`src/rtl/assert_macros.svh`:
```
// ----------------------------------------------------------------------------
// Assertion macros
// Shared concurrent assertion wrappers. They compile to nothing in synthesis.
// ----------------------------------------------------------------------------
`ifndef ASSERT_MACROS_SVH
`define ASSERT_MACROS_SVH
`ifndef SYNTHESIS
`define RPD_ASSERT(lbl, clk, rst_n, prop, msg) \
  lbl: assert property (@(posedge clk) disable iff (!rst_n) (prop)) else $error(msg);
`define RPD_ASSERT_NEVER(lbl, clk, rst_n, expr, msg) \
  lbl: assert property (@(posedge clk) disable iff (!rst_n) !(expr)) else $error(msg);
`else
`define RPD_ASSERT(lbl, clk, rst_n, prop, msg)
`define RPD_ASSERT_NEVER(lbl, clk, rst_n, expr, msg)
`endif
`endif

```
`src/rtl/rpd_pkg.sv`:
```
// ----------------------------------------------------------------------------
// RLE pixel decoder package
// Shared constants, codes and controller/datapath interface types.
// ----------------------------------------------------------------------------
package rpd_pkg;

  localparam int FRAME_PIXELS = 4096;
  localparam int CNT_W        = $clog2(FRAME_PIXELS + 1);
  localparam int POS_W        = 12;
  localparam int RGB_W        = 24;
  localparam int CODE_W       = 8;
  localparam int KIND_W       = 2;
  localparam int CFG_IDX_W    = 3;
  localparam int PAD_RUN      = 64;
  localparam int RUN_W        = $clog2(PAD_RUN + 1);

  typedef enum logic [KIND_W-1:0] {
    KIND_CODE    = 2'd0,
    KIND_PAD     = 2'd1,
    KIND_RESTART = 2'd2
  } kind_t;

  typedef enum logic [CFG_IDX_W-1:0] {
    REG_PAL0 = 3'd0,
    REG_PAL1 = 3'd1,
    REG_PAL2 = 3'd2,
    REG_PAL3 = 3'd3,
    REG_PAD  = 3'd4
  } reg_idx_t;

  typedef enum logic {
    ST_IDLE,
    ST_RUN
  } state_t;

  typedef struct packed {
    logic load;
    logic load_pad;
    logic clear;
    logic step;
  } rpd_cmd_t;

  typedef struct packed {
    logic full;
    logic last_pix;
    logic out_free;
  } rpd_stat_t;

endpackage

```
`src/rtl/rpd_ctrl.sv`:
```
// ----------------------------------------------------------------------------
// RLE pixel decoder controller
// Accepts input items, decides what each one does and paces the pixel run.
// ----------------------------------------------------------------------------
`include "assert_macros.svh"

module rpd_ctrl (
  input  logic                        clk,
  input  logic                        rst_n,
  input  logic                        in_valid,
  output logic                        in_ready,
  input  logic [rpd_pkg::KIND_W-1:0]  in_kind,
  input  rpd_pkg::rpd_stat_t          stat,
  output rpd_pkg::rpd_cmd_t           cmd
);

  rpd_pkg::state_t state_r;
  rpd_pkg::state_t state_nxt;
  logic            accept;

  always_ff @(posedge clk) begin
    if (!rst_n) begin
      state_r <= rpd_pkg::ST_IDLE;
    end else begin
      state_r <= state_nxt;
    end
  end

  always_comb begin
    state_nxt = state_r;
    unique case (state_r)
      rpd_pkg::ST_IDLE: begin
        if (cmd.load) begin
          state_nxt = rpd_pkg::ST_RUN;
        end
      end
      rpd_pkg::ST_RUN: begin
        if (cmd.step && stat.last_pix) begin
          state_nxt = rpd_pkg::ST_IDLE;
        end
      end
      default: state_nxt = rpd_pkg::ST_IDLE;
    endcase
  end

  always_comb begin
    in_ready     = (state_r == rpd_pkg::ST_IDLE);
    accept       = in_valid && in_ready;
    cmd.load     = 1'b0;
    cmd.load_pad = 1'b0;
    cmd.clear    = 1'b0;
    cmd.step     = (state_r == rpd_pkg::ST_RUN) && stat.out_free;
    if (accept) begin
      unique case (in_kind)
        rpd_pkg::KIND_CODE: begin
          cmd.load = !stat.full;
        end
        rpd_pkg::KIND_PAD: begin
          cmd.load     = !stat.full;
          cmd.load_pad = 1'b1;
        end
        rpd_pkg::KIND_RESTART: begin
          cmd.clear = 1'b1;
        end
        default: begin
          cmd.load = 1'b0;
        end
      endcase
    end
  end

  `RPD_ASSERT(a_load_enters_run, clk, rst_n, cmd.load |=> state_r == rpd_pkg::ST_RUN, "load did not start a run")
  `RPD_ASSERT(a_last_ends_run, clk, rst_n, (cmd.step && stat.last_pix) |=> state_r == rpd_pkg::ST_IDLE, "run did not end on its last pixel")
  `RPD_ASSERT_NEVER(a_no_load_when_full, clk, rst_n, cmd.load && stat.full, "load issued on a full frame")

endmodule

```
`src/rtl/rpd_datapath.sv`:
```
// ----------------------------------------------------------------------------
// RLE pixel decoder datapath
// Palette registers, pixel and run counters, and the output register.
// ----------------------------------------------------------------------------
`include "assert_macros.svh"

module rpd_datapath (
  input  logic                           clk,
  input  logic                           rst_n,
  input  logic                           cfg_we,
  input  logic [rpd_pkg::CFG_IDX_W-1:0]  cfg_index,
  input  logic [rpd_pkg::RGB_W-1:0]      cfg_data,
  input  logic [rpd_pkg::CODE_W-1:0]     in_code_byte,
  input  rpd_pkg::rpd_cmd_t              cmd,
  output rpd_pkg::rpd_stat_t             stat,
  output logic                           out_valid,
  input  logic                           out_ready,
  output logic [rpd_pkg::RGB_W-1:0]      out_pixel_rgb,
  output logic [rpd_pkg::POS_W-1:0]      out_pixel_position,
  output logic                           out_is_padding,
  output logic                           out_frame_full,
  output logic                           out_last
);

  logic [rpd_pkg::RGB_W-1:0] pal_r [4];
  logic [rpd_pkg::RGB_W-1:0] pad_color_r;
  logic [rpd_pkg::CNT_W-1:0] count_r;
  logic [rpd_pkg::CNT_W-1:0] count_nxt;
  logic [rpd_pkg::RUN_W-1:0] left_r;
  logic [rpd_pkg::RUN_W-1:0] left_nxt;
  logic [rpd_pkg::RUN_W-1:0] run_len;
  logic [rpd_pkg::RGB_W-1:0] rgb_r;
  logic                      pad_r;
  logic                      out_valid_r;
  logic                      out_valid_nxt;
  logic                      at_end;

  always_comb begin
    if (cmd.load_pad) begin
      run_len = rpd_pkg::RUN_W'(rpd_pkg::PAD_RUN);
    end else begin
      run_len = rpd_pkg::RUN_W'(in_code_byte[rpd_pkg::CODE_W-1:2]) + rpd_pkg::RUN_W'(1);
    end
    at_end         = (count_r == rpd_pkg::CNT_W'(rpd_pkg::FRAME_PIXELS - 1));
    stat.full      = (count_r == rpd_pkg::CNT_W'(rpd_pkg::FRAME_PIXELS));
    stat.last_pix  = (left_r == rpd_pkg::RUN_W'(1)) || at_end;
    stat.out_free  = !out_valid_r || out_ready;

    count_nxt = count_r;
    if (cmd.clear) begin
      count_nxt = '0;
    end else if (cmd.step) begin
      count_nxt = count_r + rpd_pkg::CNT_W'(1);
    end

    left_nxt = left_r;
    if (cmd.load) begin
      left_nxt = run_len;
    end else if (cmd.step) begin
      left_nxt = left_r - rpd_pkg::RUN_W'(1);
    end

    out_valid_nxt = out_valid_r;
    if (cmd.step) begin
      out_valid_nxt = 1'b1;
    end else if (out_ready) begin
      out_valid_nxt = 1'b0;
    end
  end

  always_ff @(posedge clk) begin
    if (!rst_n) begin
      pal_r[0]    <= rpd_pkg::RGB_W'(24'hFFFFFF);
      pal_r[1]    <= rpd_pkg::RGB_W'(24'h0000FF);
      pal_r[2]    <= rpd_pkg::RGB_W'(24'h00FF00);
      pal_r[3]    <= rpd_pkg::RGB_W'(24'h000000);
      pad_color_r <= '0;
      count_r     <= '0;
      left_r      <= '0;
      out_valid_r <= 1'b0;
    end else begin
      if (cfg_we) begin
        unique case (cfg_index)
          rpd_pkg::REG_PAL0: pal_r[0]    <= cfg_data;
          rpd_pkg::REG_PAL1: pal_r[1]    <= cfg_data;
          rpd_pkg::REG_PAL2: pal_r[2]    <= cfg_data;
          rpd_pkg::REG_PAL3: pal_r[3]    <= cfg_data;
          rpd_pkg::REG_PAD:  pad_color_r <= cfg_data;
          default: pad_color_r <= pad_color_r;
        endcase
      end
      count_r     <= count_nxt;
      left_r      <= left_nxt;
      out_valid_r <= out_valid_nxt;
    end
  end

  always_ff @(posedge clk) begin
    if (cmd.load) begin
      pad_r <= cmd.load_pad;
      if (cmd.load_pad) begin
        rgb_r <= pad_color_r;
      end else begin
        rgb_r <= pal_r[in_code_byte[1:0]];
      end
    end
    if (cmd.step) begin
      out_pixel_rgb      <= rgb_r;
      out_pixel_position <= count_r[rpd_pkg::POS_W-1:0];
      out_is_padding     <= pad_r;
      out_frame_full     <= at_end;
      out_last           <= stat.last_pix;
    end
  end

  assign out_valid = out_valid_r;

  `RPD_ASSERT_NEVER(a_count_in_frame, clk, rst_n, count_r > rpd_pkg::CNT_W'(rpd_pkg::FRAME_PIXELS), "pixel count past frame end")
  `RPD_ASSERT_NEVER(a_step_needs_room, clk, rst_n, cmd.step && !stat.out_free, "pixel produced over an untaken one")
  `RPD_ASSERT(a_full_is_last, clk, rst_n, (out_valid_r && out_frame_full) |-> out_last, "frame-completing pixel not marked last")

endmodule

```
`src/rtl/rle_pixel_decoder.sv`:
```
// ----------------------------------------------------------------------------
// RLE pixel decoder
// Expands run-length coded items into palette-colored pixels of one frame.
// ----------------------------------------------------------------------------
// Input items arrive on the in_ valid/ready channel: a code byte expands to
// (bits 7..2) + 1 pixels of palette color (bits 1..0), a pad step to up to 64
// pixels of the pad color, and a restart clears the pixel count. Each pixel
// leaves on the out_ valid/ready channel as one transfer.
// Runs are cut where the frame fills; once full, code bytes and pad steps
// produce nothing until a restart.
// The palette and pad color are written through cfg_we/cfg_index/cfg_data
// by the user only while the block is idle; the block does not enforce it.
// Indexes beyond four are ignored. An accepted item loads the single run
// counter, which then keeps the block busy and emits one pixel per cycle
// into the output register while it is free; when the receiver stalls, the
// run pauses and the output holds; items with no pixels keep in_ready high.
// The next item is accepted as soon as the last pixel sits in the output
// register. Reset clears the pixel count and loads the default palette.
// ----------------------------------------------------------------------------
module rle_pixel_decoder (
  input  logic                           clk,
  input  logic                           rst_n,
  input  logic                           cfg_we,
  input  logic [rpd_pkg::CFG_IDX_W-1:0]  cfg_index,
  input  logic [rpd_pkg::RGB_W-1:0]      cfg_data,
  input  logic                           in_valid,
  output logic                           in_ready,
  input  logic [rpd_pkg::KIND_W-1:0]     in_kind,
  input  logic [rpd_pkg::CODE_W-1:0]     in_code_byte,
  output logic                           out_valid,
  input  logic                           out_ready,
  output logic [rpd_pkg::RGB_W-1:0]      out_pixel_rgb,
  output logic [rpd_pkg::POS_W-1:0]      out_pixel_position,
  output logic                           out_is_padding,
  output logic                           out_frame_full,
  output logic                           out_last
);

  rpd_pkg::rpd_cmd_t  cmd;
  rpd_pkg::rpd_stat_t stat;

  rpd_ctrl u_ctrl (
    .clk      (clk),
    .rst_n    (rst_n),
    .in_valid (in_valid),
    .in_ready (in_ready),
    .in_kind  (in_kind),
    .stat     (stat),
    .cmd      (cmd)
  );

  rpd_datapath u_datapath (
    .clk                (clk),
    .rst_n              (rst_n),
    .cfg_we             (cfg_we),
    .cfg_index          (cfg_index),
    .cfg_data           (cfg_data),
    .in_code_byte       (in_code_byte),
    .cmd                (cmd),
    .stat               (stat),
    .out_valid          (out_valid),
    .out_ready          (out_ready),
    .out_pixel_rgb      (out_pixel_rgb),
    .out_pixel_position (out_pixel_position),
    .out_is_padding     (out_is_padding),
    .out_frame_full     (out_frame_full),
    .out_last           (out_last)
  );

endmodule

```
`config.mk`:
```
export PLATFORM = sky130hd
export DESIGN_NAME = rle_pixel_decoder
export DESIGN_NICKNAME = d
export VERILOG_FILES = /design/src/rtl/rpd_pkg.sv /design/src/rtl/rpd_ctrl.sv /design/src/rtl/rpd_datapath.sv /design/src/rtl/rle_pixel_decoder.sv
export VERILOG_INCLUDE_DIRS = /design/src /design/src/rtl
export SDC_FILE = /design/constraint.sdc
export NUM_CORES = 1
export LEC_CHECK = 0
export BUFFER_PORTS_ARGS = -buffer_cell sky130_fd_sc_hd__buf_2
export CORE_UTILIZATION = 55
export CTS_CLUSTER_SIZE = 20
export DETAILED_ROUTE_END_ITERATION = 10
export GPL_TIMING_DRIVEN = 0
export HOLD_SLACK_MARGIN = 0.15
export PLACE_DENSITY = 0.75
export SYNTH_ARGS = -nofsm -noshare
export SYNTH_HDL_FRONTEND = slang
export SYNTH_HIERARCHICAL = 1
export SYNTH_SLANG_ARGS = --single-unit
```
`constraint.sdc`:
```
create_clock -name clk -period 5.2 [get_ports clk]
set_clock_uncertainty 0.15 [all_clocks]
set_input_delay 1.04 -clock clk [delete_from_list [all_inputs] [get_ports clk]]
set_output_delay 1.04 -clock clk [all_outputs]
set_load 0.02 [all_outputs]
```
**After elaboration in Yosys (flattened, before gate mapping)**

Memory sizes are Yosys's and may differ from the RTL's.
Index checks and enable logic that the tools add are counted.

- Bits in writable memories: 96
- Input port bits: 42
- Logic and storage cells: 79
- Output and inout bits: 41
- Memories kept: 1
- Bits in registers: 110

- Muxes and demuxes: 34
- Reduce and logical (&&, ||, !) cells: 14
- Add/sub/neg operators: 3
- Bitwise operators: 6
- Eq/ne operators: 9

Memory list:

| name | words | bits a word | read ports | clocked after memory_dff | write ports | line | source |
|---|---|---|---|---|---|---|---|
| u_datapath.pal_r | 4 | 24 | 1 | 0 | 4 | rpd_datapath.sv:25 | `logic [rpd_pkg::RGB_W-1:0] pal_r [4];` |

Operators with widths:

| operator | count |
|---|---|
| 24-bit 2-to-1 mux | 5 |
| 1-bit 2-to-1 mux | 24 |
| 7-bit 2-to-1 mux | 3 |
| 13-bit by 1-bit adder with 13-bit output, second input constant | 1 |
| 13-bit by 12-bit == test with 1-bit output, second input constant | 1 |
| 13-bit == test, second input constant | 1 |
| 6-bit by 1-bit adder with 7-bit output, second input constant | 1 |
| 7-bit by 1-bit == test with 1-bit output, second input constant | 1 |
| 7-bit by 1-bit subtractor with 7-bit output, second input constant | 1 |
| 3-bit by 2-bit == test with 1-bit output, second input constant | 2 |
| 1-bit bitwise OR | 4 |
| 2-bit nonzero test | 2 |
| 2-bit OR reduction | 2 |
| 3-bit by 1-bit == test with 1-bit output, second input constant | 1 |
| 3-bit == test, second input constant | 1 |
| 1-bit logical AND | 3 |
| 3-bit zero test | 1 |
| 3-bit 2-to-1 mux | 1 |
| 2-bit by 1-bit == test with 1-bit output, second input constant | 1 |
| 2-bit == test, second input constant | 1 |
| 1-bit zero test | 2 |
| 2-bit zero test | 1 |
| 1-bit logical OR | 2 |
| 1-bit NOT | 2 |
| other kinds (2) | 2 |

**Depth between registers and ports, before layout**

- Word-level depth: 6
- Mapped depth: 10
- Gate-level depth less buffers: 9

**Cells and area by module**

The synthesis kept the hierarchy.

Modules (own cells, without submodules):

| module | cells an instance | times used | area an instance (um^2) | seq. area each (um^2) |
|---|---|---|---|---|
| rpd_datapath | 579 | 1 | 8409.3 | 5705.5 |
| rpd_ctrl | 8 | 1 | 90.1 | 20.0 |

**Worst setup path before layout**

OpenSTA, ideal clock, no wires.

- Kind: input port to flip-flop
- Start: in cfg_index[1] (netlist bit)
- End: mem u_datapath/pal_r[0][0] (netlist bit) (enable)
- Slack: 1.289 ns
- Setup time: 0.442 ns
- Stages on the path: 3
- Data required time: 4.608 ns
- Data arrival time: 3.319 ns
- Buffers on the path: 1
- Cells stage by stage: nand2b_1 > clkbuf_1 > o31ai_1

RTL lines:

| what | line | source |
|---|---|---|
| start: declaration | rle_pixel_decoder.sv:24 | `input logic [rpd_pkg::CFG_IDX_W-1:0] cfg_index,` |
| end: declaration | rpd_datapath.sv:25 |  |

==> results.yml <==
finish:
  final_cell_mix: "edfxtp_1 (160), buf_2 (92), and2_1 (56)"
  seq_area_um2: 5725
  antennaDiodeCount: 0
  area_growth_pct: 17.52
  nets: 740
  instances_no_fill: 895
  drive_gt1_share_pct: 28.01
  fillCellCount: 1066
  multi_input_area_um2: 2634
  final_common_cell: "edfxtp_1"
global_route:
  antenna_found_initial: 0
  grt_max_degree: 41
  grt_usage_pct: 22.54
  grt-ovfl-total: 0
  grt_pass1_vias: 5136
  grt_first_pass_wirelength_mm: 27.33
floorplanning:
  die_y_um: 126.3
  fp.dieW_um: 126.3
  row_count: 45
  num_io_pins: 83
  start_util_pct: 56.12
  core_area_um2: 15150
  dieArea_um2: 15950
worst_setup_path:
  worst_setup_path_start_kind: "flop"
  crit_required_ns: 5.44
  r2r_start: "u_datapath/count_r[0]"
  end_kind: "flop"
  path_depth: 11
  crit_slowest_cell: "nor4b_4"
  critPathMaxFanout: 15
  crit_type: "flop to flop"
  r2r_slack_ns: 1.92
  cp_top_family: "simple AND/OR/NAND/NOR gates"
  crit_chain: "inv_1 > ha_1 > nor4b_1 > and3_1 > nor4b_4 > buf_8 > clkbuf_1 > inv_2 > nor2_1 > nand2_1 > o32ai_1"
  r2r_cells: 11
  slowest_delay_ns: 0.81
  crit_buf_inv: 4
  r2r_end: "u_datapath/left_r[5]"
  worstPathArrival_ns: 3.52
logic_synthesis:
  ys_warn_count: 6
  ys_types: 53
  synth_edf_count: 160
  synth_flop_cell: "edfxtp_1"
  synthArstFlopShare_pct: 0
  synth-seq-cells: 206
  synth_top_area_share_pct: 56.53
  synth_area_um2: 8499
  ys_seq_area_share_pct: 67.36
  synth_area_leaders: "edfxtp_1 (57%), dfxtp_1 (11%), mux4_2 (6.4%), and2_1 (4.1%), mux2_2 (3.2%)"
  synth_area_leader_cell: "edfxtp_1"
  synth_area_per_cell_um2: 14.48
  synth_nets: 634
  syn_inst: 587
pwr:
  power_density_nw_per_um2: 376.9
  p_leak_uw: 0.003530
  p_total_uw: 3764
  irDropWorstVdd_uv: 238.5
routing:
  route.vias.total: 5085
  post-route-drc-count: 0
  first_pass_iters: 5
  first_iter_violations: 477
  ant_nets: 0
  routedWlPerCell_um: 19.68
  vias_per_cell: 5.682
  wirelength_mm: 17.62
sta:
  clock.fmax_mhz: 304.9
  fin_tns_setup_ns: 0
  hold_viol: 0
  setup_violations: 0
  min_period_over_period_pct: 63.07
  finalMaxSlewViolations: 0
  hold-worst-slack_ns: 0.2676
  maxSlewHeadroom_pct: 34.97
  tightest_slew_ns: 0.9713
  rsz0062_at_grt: "no"
  min_period_ns: 3.280
clocking:
  clockBufferDepth: 3
  postCtsSetupRepairBufs: 0
  cts_resized: 0
  cts.clk_slew.worst_paths_ns: 0.06
  cts_root_buf: "clkbuf_16"
  clock_sinks: 206
  holdBufCountCts: 0
  htree_levels: 1
  cts_tree: "done"
  insertion_delay_ns: 0.49
  numCtsBuffers: 21
placed_design:
  hpwl_mm: 11.67
  gp_congestion: 0.8677
  dp_cells: 858
  io_buffers: 80
hold_path:
  hold_start: "u_datapath/rgb_r[12]"
  worstHoldEndpoint: "u_datapath/out_pixel_rgb[12]"
  holdPathStages: 0
  worst_hold_path_type: "flop to flop"
outcome:
  status: "finished, final reports clean"
flow_run:
  timing.max_cap.violations: 0
-- kinds of logic (layout without fill, tap and decap cells) --
| family | Yosys count | count (layout) | synth area share, % |
|---|---|---|---|
| AND/OR/NAND/NOR | 217 | 217 | 14.32 |
| multiplexers | 49 | 49 | 9.657 |
| adder cells (fa/ha/maj) | 5 | 5 | 0.7361 |
| flip-flops | 206 | 206 | 67.36 |
| AO/OA/AOI/OAI | 51 | 51 | 3.827 |
| XOR/XNOR | 17 | 17 | 1.752 |
| buffers and inverters | 42 | 162 | 2.341 |
-- per-layer routing --
metal  wire [µm]  vias to the layer above  GRT usage, %
li1            -                     2362             -
met1        7132                     2518         28.46
met2        9164                      168         40.43
met3         968                       37         3.121
met4         353                        0         7.016
met5           0                        -             0
-- synth_stat cells (13+ instances only) --
| cell type | instances |
|---|---|
| edfxtp_1 | 160 |
| and2_1 | 56 |
| nand2_1 | 53 |
| dfxtp_1 | 46 |
| a21oi_1 | 28 |
| or2_1 | 26 |
| mux2_2 | 24 |
| mux4_2 | 24 |
| nor2_1 | 21 |
| nand2b_1 | 13 |
-- final cells by class --
type,count,share of cell area (%)
Sequential cell,206,57.32
Multi-Input combinational cell,339,26.37
Clock buffer,25,5.512
Timing Repair Buffer,83,4.710
Tap cell,188,2.355
Clock inverter,12,1.741
Buffer,31,1.578
Inverter,11,0.4134
-- through the flow --
stage               setup slack, ns  util (%)  area, µm²
floorplan                     1.289         -       8499
global placement            -0.4101     60.31       9135
detailed placement            1.457     61.16       9264
CTS                           1.924     65.95       9988
global route                  1.699     65.95       9988
finish                        1.920     65.95       9988
-- flip-flops by register name (all words and copies together), names as in the netlist --
signal,flops
u_datapath/rgb_r,24
u_datapath/pad_r,1
u_datapath/out_is_padding,1
u_datapath/pad_color_r,24
u_datapath/pal_r,96
u_datapath/left_r,7
u_ctrl/state_r,1
u_datapath/out_pixel_rgb,24
u_datapath/count_r,13
u_datapath/out_pixel_position,12
u_datapath/out_frame_full,1
u_datapath/out_last,1
u_datapath/out_valid,1
-- how the worst max path moves through the flow --
stage	from	endpoint	slack, ns
after global placement	cfg_index[1]	u_datapath/pal_r[0][9]	-0.41
after floorplan	cfg_index[1]	u_datapath/pal_r[0][0]	1.29
final	u_datapath/count_r[0]	u_datapath/left_r[5]	1.92
after detailed placement	out_ready	u_datapath/count_r[11]	1.46
after global routing	u_datapath/count_r[0]	u_datapath/left_r[2]	1.70
after CTS	u_datapath/count_r[0]	u_datapath/left_r[5]	1.92
-- where the power goes --
part | internal (µW) | switching [µW]
Sequential | 1880 | 33.6
Clock | 957 | 602
Combinational | 126 | 171
Note: power is estimated with default switching activity, not from simulation.
